$ cat config.mk
export PLATFORM = sky130hd
export DESIGN_NAME = analog_keypad_decode_debounce_top
export DESIGN_NICKNAME = d
export VERILOG_FILES = /design/src/rtl/akdd_pkg.sv /design/src/rtl/analog_keypad_decode_debounce_top.sv
export SDC_FILE = /design/constraint.sdc
export NUM_CORES = 1
export LEC_CHECK = 0
export BUFFER_PORTS_ARGS = -buffer_cell sky130_fd_sc_hd__buf_4
export CAP_MARGIN = 25
export CORE_ASPECT_RATIO = 0.75
export CORE_MARGIN = 3
export CORE_UTILIZATION = 40
export DETAILED_ROUTE_END_ITERATION = 12
export HOLD_SLACK_MARGIN = 0.03
export PLACE_DENSITY = 0.6
export REMOVE_ABC_BUFFERS = 1
export SYNTH_ARGS = -nofsm -noshare
export SYNTH_HDL_FRONTEND = slang
export SYNTH_SLANG_ARGS = --single-unit
$ cat constraint.sdc
create_clock -name clk_i -period 4.7 [get_ports clk_i]
set_input_delay 0.705 -clock clk_i [delete_from_list [all_inputs] [get_ports clk_i]]
set_output_delay 0.705 -clock clk_i [all_outputs]
set_load 0.03 [all_outputs]
$ cat src/rtl/akdd_pkg.sv
// package for the analog keypad decoder with debounce
// holds the sizes, key codes and threshold reset values shared by the rtl
// no dependencies
package akdd_pkg;

  localparam int unsigned StableCount = 20;
  localparam int unsigned NumLevels   = 16;
  localparam int unsigned NumRegs     = 8;
  localparam int unsigned RegWidth    = 16;
  localparam int unsigned RegIdxWidth = $clog2(NumRegs);
  localparam int unsigned KeyWidth    = 5;
  localparam int unsigned CountWidth  = 5;
  localparam int unsigned SampleWidth = 8;
  localparam int unsigned InBytes     = (SampleWidth + 7) / 8;
  localparam int unsigned OutBits     = 15;
  localparam int unsigned OutBytes    = (OutBits + 7) / 8;

  typedef logic [KeyWidth-1:0]    key_t;
  typedef logic [CountWidth-1:0]  count_t;
  typedef logic [RegWidth-1:0]    reg_t;
  typedef logic [RegIdxWidth-1:0] reg_idx_t;

  localparam key_t   KeyNone        = key_t'(16);
  localparam count_t StableCountVal = count_t'(StableCount);

  localparam reg_t RegReset [NumRegs] = '{
    16'h1406, 16'h3223, 16'h5142, 16'h6E5F,
    16'h8B7D, 16'hA899, 16'hC5B6, 16'hE7D3
  };

endpackage

$ cat src/rtl/analog_keypad_decode_debounce_top.sv
// top level of the analog keypad decoder with debounce
// decodes adc samples to keys, debounces them and raises press and release events
// depends on akdd_pkg
//
// usage:
//   s_axis carries one adc sample per transaction (upper eight bits of a
//   conversion). m_axis returns one result per sample: the key decoded from
//   it and any press or release event confirmed on it.
//   the cfg port writes the eight threshold registers, two keys per register;
//   it is to be written only while no transaction is in flight, which the
//   block does not enforce. a result is registered on m_axis the cycle after
//   its sample is accepted. throughput is one sample per cycle while the
//   receiver takes results: decode, run counter update and event logic sit
//   in one stage in front of the result register. when the receiver stalls,
//   the result register holds and s_axis_tready drops until the result is
//   taken; a result taken in the same cycle lets a new sample in at once.
//   reset restores the threshold defaults, sets previous and confirmed key
//   to no key, clears the run counter and empties the result register.
module analog_keypad_decode_debounce_top (
  input  logic                                clk_i,
  input  logic                                rst_ni,
  input  logic                                s_axis_tvalid,
  output logic                                s_axis_tready,
  // sample [7:0]
  input  logic [8*akdd_pkg::InBytes-1:0]      s_axis_tdata,
  output logic                                m_axis_tvalid,
  input  logic                                m_axis_tready,
  // current_key [4:0], press_valid [5], press_key [9:6],
  // release_valid [10], release_key [14:11], zero [15]
  output logic [8*akdd_pkg::OutBytes-1:0]     m_axis_tdata,
  input  logic                                cfg_we_i,
  input  logic [akdd_pkg::RegIdxWidth-1:0]    cfg_index_i,
  input  logic [akdd_pkg::RegWidth-1:0]       cfg_data_i
);

  akdd_pkg::reg_t   thr_q [akdd_pkg::NumRegs];
  logic [akdd_pkg::NumRegs*akdd_pkg::RegWidth-1:0] thr_flat;

  akdd_pkg::key_t   prev_key_q, prev_key_d;
  akdd_pkg::key_t   conf_key_q, conf_key_d;
  akdd_pkg::count_t run_cnt_q, run_cnt_d;

  logic             out_valid_q;
  logic [8*akdd_pkg::OutBytes-1:0] out_data_q, out_data_d;

  logic [akdd_pkg::SampleWidth-1:0] sample;
  akdd_pkg::key_t   key;
  logic [akdd_pkg::CountWidth:0] run_inc;
  logic             press_valid, release_valid;
  logic [3:0]       press_key, release_key;
  logic             in_fire;

  assign s_axis_tready = !out_valid_q || m_axis_tready;
  assign in_fire       = s_axis_tvalid && s_axis_tready;
  assign sample        = s_axis_tdata[akdd_pkg::SampleWidth-1:0];

  always_comb begin
    for (int i = 0; i < akdd_pkg::NumRegs; i++) begin
      thr_flat[i*akdd_pkg::RegWidth +: akdd_pkg::RegWidth] = thr_q[i];
    end
  end

  // first threshold above the sample wins
  always_comb begin
    key = akdd_pkg::KeyNone;
    for (int k = akdd_pkg::NumLevels - 1; k >= 0; k--) begin
      if (sample < thr_flat[k*8 +: 8]) begin
        key = akdd_pkg::key_t'(k);
      end
    end
  end

  always_comb begin
    prev_key_d    = prev_key_q;
    conf_key_d    = conf_key_q;
    run_cnt_d     = run_cnt_q;
    press_valid   = 1'b0;
    press_key     = '0;
    release_valid = 1'b0;
    release_key   = '0;
    run_inc       = {1'b0, run_cnt_q} + 1'b1;
    if (key == prev_key_q) begin
      if (run_inc > {1'b0, akdd_pkg::StableCountVal}) begin
        run_cnt_d = akdd_pkg::StableCountVal;
      end else begin
        run_cnt_d = run_inc[akdd_pkg::CountWidth-1:0];
        if (run_inc == {1'b0, akdd_pkg::StableCountVal}) begin
          if (conf_key_q == akdd_pkg::KeyNone) begin
            if (key != akdd_pkg::KeyNone) begin
              press_valid = 1'b1;
              press_key   = key[3:0];
            end
          end else begin
            release_valid = 1'b1;
            release_key   = conf_key_q[3:0];
          end
          conf_key_d = key;
        end
      end
    end else begin
      if (conf_key_q == akdd_pkg::KeyNone || conf_key_q != key) begin
        run_cnt_d = akdd_pkg::count_t'(1);
      end
      prev_key_d = key;
    end
    out_data_d = {1'b0, release_key, release_valid, press_key, press_valid, key};
  end

  always_ff @(posedge clk_i or negedge rst_ni) begin
    if (!rst_ni) begin
      for (int i = 0; i < akdd_pkg::NumRegs; i++) begin
        thr_q[i] <= akdd_pkg::RegReset[i];
      end
    end else if (cfg_we_i) begin
      thr_q[cfg_index_i] <= cfg_data_i;
    end
  end

  always_ff @(posedge clk_i or negedge rst_ni) begin
    if (!rst_ni) begin
      prev_key_q  <= akdd_pkg::KeyNone;
      conf_key_q  <= akdd_pkg::KeyNone;
      run_cnt_q   <= '0;
      out_valid_q <= 1'b0;
    end else begin
      if (in_fire) begin
        prev_key_q  <= prev_key_d;
        conf_key_q  <= conf_key_d;
        run_cnt_q   <= run_cnt_d;
        out_valid_q <= 1'b1;
      end else if (m_axis_tready) begin
        out_valid_q <= 1'b0;
      end
    end
  end

  always_ff @(posedge clk_i) begin
    if (in_fire) begin
      out_data_q <= out_data_d;
    end
  end

  assign m_axis_tvalid = out_valid_q;
  assign m_axis_tdata  = out_data_q;

  a_run_cnt_bounded : assert property (
    @(posedge clk_i) disable iff (!rst_ni)
    run_cnt_q <= akdd_pkg::StableCountVal
  ) else $error("run counter beyond stable count");

  a_events_exclusive : assert property (
    @(posedge clk_i) disable iff (!rst_ni)
    m_axis_tvalid |-> !(m_axis_tdata[5] && m_axis_tdata[10])
  ) else $error("press and release in one result");

  a_press_is_current : assert property (
    @(posedge clk_i) disable iff (!rst_ni)
    (m_axis_tvalid && m_axis_tdata[5]) |-> (m_axis_tdata[4:0] == {1'b0, m_axis_tdata[9:6]})
  ) else $error("press key differs from decoded key");

  a_confirm_on_event : assert property (
    @(posedge clk_i) disable iff (!rst_ni)
    (in_fire && (press_valid || release_valid)) |=> (conf_key_q == prev_key_q)
  ) else $error("event without matching confirmed key");

endmodule

Word-level counts from Yosys, hierarchy flattened
Index checks and enable logic that the tools add are counted.
Word-level totals
  logic and storage cells: 88
  memories kept: 0
  output and inout port bits: 18
  RAM bits: 0
  input bits: 32
  bits in read-only memories: 0
  bits in latches: 0
  flip-flop bits (word level): 159
Operators by class
  shift-type cells: 0
  reductions and logical operators: 14
  add/subtract/negate cells: 1
  multiplexer cells: 26
  div/mod/pow operators: 0
  bitwise gates (word level): 6
  magnitude comparators: 19
  multiply operators: 0
  eq/ne operators: 5
Operators by type and width (count)
  128-bit bitwise mux: 1
  8-bit < comparator: 16
  5-bit 2-to-1 mux: 19
  16-bit demux with 3-bit select: 1
  16-bit 2-to-1 mux: 1
  4-bit OR reduction: 2
  5-bit by 1-bit adder with 6-bit output, second input constant: 1
  6-bit by 5-bit equality test with 1-bit output, second input constant: 1
  6-bit by 5-bit > comparator with 1-bit output, second input constant: 1
  5-bit equality test: 1
  5-bit equality test, second input constant: 1
  5-bit inequality test: 1
  5-bit inequality test, second input constant: 1
  1-bit NOT: 5
  5-bit OR reduction: 1
  4-bit greater-or-equal comparator, second input constant: 1
  4-bit by 1-bit < comparator with 1-bit output, second input constant: 1
  1-bit 2-to-1 mux: 4
  3-bit NOT with 4-bit output: 1
  2-bit AND reduction: 2
  4-bit AND reduction: 1
  2-bit nonzero test: 2
  3-bit OR reduction: 1
  1-bit logical AND: 2
  2 further kinds: 3

Longest topological paths before layout
Gate-level depths: netlist (run 1).
  word-level depth: 21
  mapped depth: 13
  mapped depth without buffers: 12

Worst setup path before layout (run 1)
Ideal clock, no wire load.
  kind: input to register
  start point: in s_axis_tdata[4] in the netlist's numbering
  end point: reg out_data_q, in the netlist m_axis_tdata[11], data pin
  arrival time: 3.426 ns
  setup time: 0.131 ns
  cell stages on the path: 12
  buffers on the path: 1
  data required time: 4.569 ns
  setup slack: 1.143 ns
  path through: ha_1 > a21o_1 > a2111oi_0 > o21a_1 > or2_0 > or4_4 > o41ai_4 > xor2_1 > nor4_2 > buf_2 > nor3b_2 > and2_1
On the way
  cells in the longest elaborated chain, start to end: 20
  elaborated cells between the ends (all ways): 35
  classes of those cells: order compare: 16; eq/ne: 1; mux: 16; bitwise: 1; reduce/logical: 1
RTL lines
  from (decl): RTL line analog_keypad_decode_debounce_top.sv:25  | input logic [8*akdd_pkg::InBytes-1:0] s_axis_tdata,
  8-bit < comparator: RTL line analog_keypad_decode_debounce_top.sv:67  | if (sample < thr_flat[k*8 +: 8]) begin
  5-bit 2-to-1 mux (15 in a row): RTL line analog_keypad_decode_debounce_top.sv:67
  5-bit 2-to-1 mux (*): RTL line analog_keypad_decode_debounce_top.sv:67
  net key[0]: RTL line analog_keypad_decode_debounce_top.sv:47  | akdd_pkg::key_t key;
  5-bit equality test (*): RTL line analog_keypad_decode_debounce_top.sv:82  | if (key == prev_key_q) begin
  1-bit NOT (no source line) (*)
  4-bit OR reduction (no source line) (*)
  to (signal assigned): RTL line analog_keypad_decode_debounce_top.sv:139  | out_data_q <= out_data_d;
  to (decl): RTL line analog_keypad_decode_debounce_top.sv:44  | logic [8*akdd_pkg::OutBytes-1:0] out_data_q, out_data_d;
Mark *: on every way through the listed nets, which the timed path passes. The rest lies on a longest branch.
A chain may end at the register's enable or synchronous reset.

Worst setup path in the final report (run 1)
  start point: reg thr_q, in the netlist thr_flat[103]
  end point: reg out_data_q, in the netlist m_axis_tdata[8], data pin
On the way
  cells in the longest elaborated chain, start to end: 17
  elaborated cells between the ends (all ways): 19
  classes of those cells: order compare: 1; eq/ne: 2; mux: 13; bitwise: 2; reduce/logical: 1
RTL lines
  from (decl): RTL line analog_keypad_decode_debounce_top.sv:36  | akdd_pkg::reg_t thr_q [akdd_pkg::NumRegs];
  from (signal, indexed assignment): RTL line analog_keypad_decode_debounce_top.sv:112  | thr_q[i] <= akdd_pkg::RegReset[i];
  from (signal, indexed assignment): RTL line analog_keypad_decode_debounce_top.sv:115  | thr_q[cfg_index_i] <= cfg_data_i;
  8-bit < comparator (*): RTL line analog_keypad_decode_debounce_top.sv:67
  5-bit 2-to-1 mux (*) (13 in a row): RTL line analog_keypad_decode_debounce_top.sv:67
  5-bit inequality test / 5-bit equality test (equally long branches): RTL line analog_keypad_decode_debounce_top.sv:89, analog_keypad_decode_debounce_top.sv:82
  1-bit NOT (no source line)
  5-bit OR reduction (no source line)
Every way passes the cells marked *; elsewhere a longest branch is shown, timed or not.

==> results of run 1 <==
power breakdown:
| part | leakage (nW) | switching, W | internal (W) |
|---|---|---|---|
| Combinational | 2.86 | 0.000758 | 0.000599 |
| Clock | 0.286 | 0.000589 | 0.000873 |
| Sequential | 1.80 | 0.000137 | 0.00175 |
| Total | 4.94 | 0.00148 | 0.00322 |
placed cells by master, fill, tap and decap left out, types with 4 or more instances in the layout:
cell type   count
inv_1         121
ha_1          114
nand2_1        93
dfrtp_1        79
o21ai_0        77
mux2_2         75
dfstp_2        65
buf_4          59
nor2_1         29
a21oi_1        23
nand2b_1       19
clkbuf_16      18
edfxtp_1       15
a21o_1         14
o21a_1         12
nor3_1         12
nor2b_1         9
a2111oi_0       9
nand3_1         8
a211oi_1        8
and2_1          6
a31oi_1         5
and3_1          5
nor3b_1         5
o2111ai_1       5
a211o_1         4
o21ai_1         4
o211ai_1        4
mux2_4          4
clkinvlp_4      4
sequential cells by signal, summed over array words and instances (netlist names):
| name | count |
|---|---|
| thr_flat | 128 |
| run_cnt_q | 5 |
| prev_key_q | 5 |
| m_axis_tvalid | 1 |
| m_axis_tdata | 15 |
| conf_key_q | 5 |
kinds of logic (layout without fill, tap and decap cells):
kind of cell / count (synthesis) / in the layout / synth area share [%]
flip-flops: 159 / 159 / 43.9
XOR/XNOR: 2 / 2 / 0.186
AO/OA/AOI/OAI: 191 / 191 / 13.4
AND/OR/NAND/NOR: 213 / 213 / 11.3
multiplexers: 82 / 82 / 9.93
adder cells (fa/ha/maj): 114 / 114 / 15.2
buffers and inverters: 147 / 216 / 6.01
other: 1 / 1 / 0.0399
synth_stat cells (3+ instances only):
cell type	instances	area (sq um)
mux2i_1	3	30.0
a31oi_1	5	31.3
a2111oi_0	9	78.8
o21a_1	12	90.1
dfrtp_1	79	1980
a221oi_1	3	26.3
nor2_1	29	109
a211oi_1	8	60.1
and2_1	6	37.5
a211o_1	4	35.0
and3_1	5	31.3
nor3b_1	7	52.6
clkbuf_1	21	78.8
ha_1	114	1430
edfxtp_1	15	450
a21o_1	14	105
nor3_1	14	70.1
o21ai_1	4	20.0
o21ai_0	77	385
a21oi_1	23	115
nor2b_1	9	56.3
a2111o_1	3	33.8
nand4b_1	3	26.3
nand2b_1	19	119
nand2_1	93	349
nor4_2	3	37.5
o211ai_1	4	30.0
inv_1	121	454
nand3_1	8	40.0
dfstp_2	65	1710
o2111ai_1	5	43.8
mux2_4	4	60.1
nand4_1	3	18.8
mux2_2	75	845
per-layer routing:
layer | routed length [um] | track usage (%) | up-vias
met5 | 0 | 0 | -
met4 | 303 | 4.65 | 0
met3 | 789 | 3.64 | 19
met2 | 9680 | 27.8 | 105
met1 | 11300 | 26.3 | 3211
li1 | - | - | 3295
metrics by stage:
| stage | cell area (sq um) | hold slack (ns) | worst slack [ns] |
|---|---|---|---|
| final | 10800 | 0.379 | 0.683 |
| after global routing | 10800 | 0.447 | 0.398 |
| after CTS | 10800 | 0.404 | 0.688 |
| after detailed placement | 10200 | 0.487 | 0.301 |
| after global placement | 10100 | 0.482 | 0.438 |
| after floorplan | 9300 | 0.409 | 0.737 |
layout make-up:
class / instances / area, sq um
clock buffers: 21 / 462
clock inverters: 11 / 155
fillers: 2107 / 11800
inverters: 122 / 458
multi-input cells: 603 / 4730
flip-flops and latches: 159 / 4140
well taps: 294 / 368
repair buffers: 62 / 477
worst max-delay path, delay by kind of cell, from the launching register on:
family | cells | cell delay (ns)
buf+inv | 1 | 0.04
fa+ha+maj | 1 | 0.30
mux | 1 | 0.17
flops | 1 | 0.53
simple gates | 6 | 2.14
compound gates | 3 | 0.66
path summary, 6_finish.rpt:
check | from | to | cells past startpoint
worst max register to register | thr_flat[103] | m_axis_tdata[8] | 12
min in group clk_i | s_axis_tvalid | m_axis_tvalid | 2
worst max-delay path | thr_flat[103] | m_axis_tdata[8] | 12
worst min-delay path | rst_ni | thr_flat[88] | 1
max in group asynchronous | rst_ni | thr_flat[95] | 2
worst min register to register | thr_flat[21] | thr_flat[21] | 2
==> run metrics, run 1 <==
total core area around 23000 sq um; Pwr Total 0.00470 W; Skew-Pair Late Insertion Delay 0.44 ns; Max Clock Freq 249 MHz; Slew Limit Fails 0; deepest clock path buffer count 2; total track usage between 10% and 20%; Avg Inst Size Synth around 10 sq um; die area 25400 sq um; synth unique cells 69; sequential fraction of the synthesis area between 40 and 50%; DP Wirelength 15.8 mm; clk sink count 159; final cell count without fillers 1272; Most used DFF post-synth dfrtp_1; port bufs 48; Layout area overhead 14.6%; placed insts 1240; critical path required time 4.96 ns; EDFF count, synth 15; post-route setup TNS 0 ns; Yosys warnings 0; period utilization 85.5%; Vias/cell around 5.2; slowest stage cell, crit path nor4_2; Total Wirelength 22.1 mm; Slew headroom between 30 and 40%; vias in the first global route 6649; drt first pass iters 5; Ports 50; gp weighted congestion between 0.8 and 0.9; routed length per instance 17.4 um; Crit Path Max Fanout 8; FFs w/ async S/R, synth 90.6%; Hold WC Path Type in -> async; Setup Fix Bufs, Post-CTS 0; internal reg-to-reg setup slack 0.68 ns; Inserted Clock Buffers 17; CP arrival 4.27 ns; initial antenna violation count 0; share of layout cells above drive strength 1 about a quarter; die height 139 um; FF+latch count, synth 159; root buf cell clkbuf_16; PwrDens around 440 nW/um^2; Post-Syn Instances slightly above 900; crit path launch type flop; Min Clock Period, post-route around 4.0 ns; n_diodes 0; skew final approximately 0.012 ns; # DRC 0; endpoints failing setup 0; first-pass GRT wire length 36.3 mm; Max rail drop VDD approximately 0.3 mV; CP Cell Sequence inv_1 > ha_1 > and4_1 > o21ai_0 > o211a_1 > nor4_1 > nand3b_1 > mux2i_1 > a211o_1 > nor4_2 > nand4bb_1 > nor3_1; # hold bufs at CTS 0; largest net degree at the start of global routing 99; clock-pin slew on the worst setup and hold paths roughly 0.07 ns; CTS tree yes; Antenna Violating Nets Remaining 0; RSZ-0062 raised after global routing false; # resized after CTS 0; Hold Vio Cnt, Final 0; Starting Density a little over two fifths; Crit Path Category reg -> reg; Die X 183 um; Max Cap Viol 0; initial DRC count 394; Pleak 4.94 nW; Worst setup EP type flop; Synth Cell Area about 9400 sq um; utilization after layout about 48%; outcome complete, no violations; Worst path max stage delay between 0.5 and 0.6 ns; DR vias 6630; nets between 1000 and 1500; H-tree depth 4; Row Count 47; actual slew at the worst max-slew pin 1.00 ns; global route total overflow 0
(Power assumes the default switching activity.)
==> inputs of run 2 (changes only) <==
Settings changed: CORE_UTILIZATION 40 to 55, PLACE_DENSITY 0.6 to 0.77.
==> run 2 against run 1 <==
Against the previous run: die area is 26% lower; register-to-register slack better by 0.09 ns; via count is 3.4% higher; routed wire length hardly changed; combinational power hardly changed; critical path type is now in -> reg.
==> run metrics, run 2 (synthesis results as in run 1) <==
largest net degree at the start of global routing 76; Layout area overhead 13.1%; die height 119 um; die area roughly 19000 sq um; drt first pass iters 4; Ports 50; # DRC 0; H-tree depth 4; vias in the first global route between 7000 and 8000; Die X 157 um; Max Cap Viol 0; post-route setup TNS 0 ns; Max Clock Freq 255 MHz; # hold bufs at CTS 0; gp weighted congestion a little under 0.9; deepest clock path buffer count 2; nets 1109; DP Wirelength 16.1 mm; routed length per instance 18.6 um; critical path required time 5.02 ns; Min Clock Period, post-route 3.92 ns; Hold Vio Cnt, Final 0; Max rail drop VDD 0.291 mV; root buf cell clkbuf_16; CP delay by family, top simple AND/OR/NAND/NOR gates; CP arrival 4.24 ns; Crit Path Max Fanout 16; total core area 16400 sq um; Antenna Violating Nets Remaining 0; RSZ-0062 raised after global routing false; total track usage 24.6%; Setup Fix Bufs, Post-CTS 0; Vias/cell slightly below 6; Slew Limit Fails 0; port bufs 48; n_diodes 0; endpoints failing setup 0; DR vias 6853; initial DRC count 561; Worst path max stage delay 0.58 ns; most frequent cells in the layout 121 x inv_1, 114 x ha_1, 93 x nand2_1; slowest stage cell, crit path or4_4; Worst setup EP type flop; Pleak 4.93 nW; global route total overflow 0; clk sink count 159; Row Count 40; actual slew at the worst max-slew pin about 0.76 ns; commonest non-fill, non-tap cell in the layout inv_1; Crit Path Category in -> reg; utilization after layout 65.0%; Inserted Clock Buffers 17; Hold WC Path Type in -> async; initial antenna violation count 0; first-pass GRT wire length around 36 mm; share of layout cells above drive strength 1 25.6%; crit path launch type primary input; outcome complete, no violations; Slew headroom 49.3%; period utilization 83.5%; Total Wirelength between 20 and 25 mm; Pwr Total 0.00462 W; # resized after CTS 0; max reg flops around 130; Starting Density 57.5%; CTS tree yes; CP Cell Sequence buf_4 > ha_1 > a21o_1 > a2111oi_0 > o21a_1 > or2_0 > or4_4 > o41ai_4 > xor2_1 > nor4_2 > and2_1 > mux2_4; clock-pin slew on the worst setup and hold paths 0.06 ns; skew final roughly 0.0075 ns; CP Buf/Inv Count 1; Skew-Pair Late Insertion Delay between 0.4 and 0.5 ns; PwrDens 434 nW/um^2
==> run 2: worst reg2reg max path: stages (launching register included) <==
cell      delay [ns]
dfstp_2         0.53
inv_1           0.05
ha_1            0.26
a2111o_1        0.41
a31oi_1         0.33
a211oi_1        0.14
o211a_1         0.30
o41ai_4         0.50
xor2_1          0.14
nor4_2          0.43
and2_1          0.39
mux2_4          0.33
==> run 2: power by group <==
| part | internal [W] | switching (W) | total [W] |
|---|---|---|---|
| Combinational | 0.000602 | 0.000777 | 0.00138 |
| Clock | 0.000789 | 0.000553 | 0.00134 |
| Sequential | 0.00175 | 0.000145 | 0.00189 |
==> run 2: worst paths after layout <==
| kind | cells past startpoint | endpoint | from | slack, ns |
|---|---|---|---|---|
| worst min register to register | 1 | thr_flat[92] | thr_flat[92] | 0.51 |
| worst max-delay path | 12 | conf_key_q[1] | s_axis_tdata[4] | 0.78 |
| max in group asynchronous | 2 | thr_flat[54] | rst_ni | 3.42 |
| worst max register to register | 11 | conf_key_q[1] | thr_flat[121] | 0.78 |
| worst min-delay path | 1 | thr_flat[74] | rst_ni | 0.30 |
| min in group clk_i | 2 | m_axis_tvalid | s_axis_tvalid | 0.48 |
==> run 2: metrics by stage <==
step                std cells  hold slack, ns  worst slack [ns]  area (sq um)
floorplan                 884           0.409             0.737          9300
global placement         1150           0.482             0.452         10000
detailed placement       1154           0.494             0.424         10100
CTS                      1186           0.303             0.813         10600
global route             1186           0.324             0.521         10600
finish                   1186           0.297             0.777         10600
==> run 2: area by class of cell <==
type | count | area, sq um
clock buffer | 24 | 493
clock inverter | 8 | 81.3
fill | 1304 | 5730
inverter | 122 | 458
multi-input combinational | 603 | 4730
sequential | 159 | 4140
tap | 210 | 263
timing repair buffer | 60 | 480
==> run 2: per-layer routing <==
metal	GRT usage, %	vias up	part of all wire, %
met5	0	-	0
met4	6.94	0	1.5
met3	5.70	26	5.2
met2	38.7	162	46
met1	34.2	3375	47
li1	-	3290	-
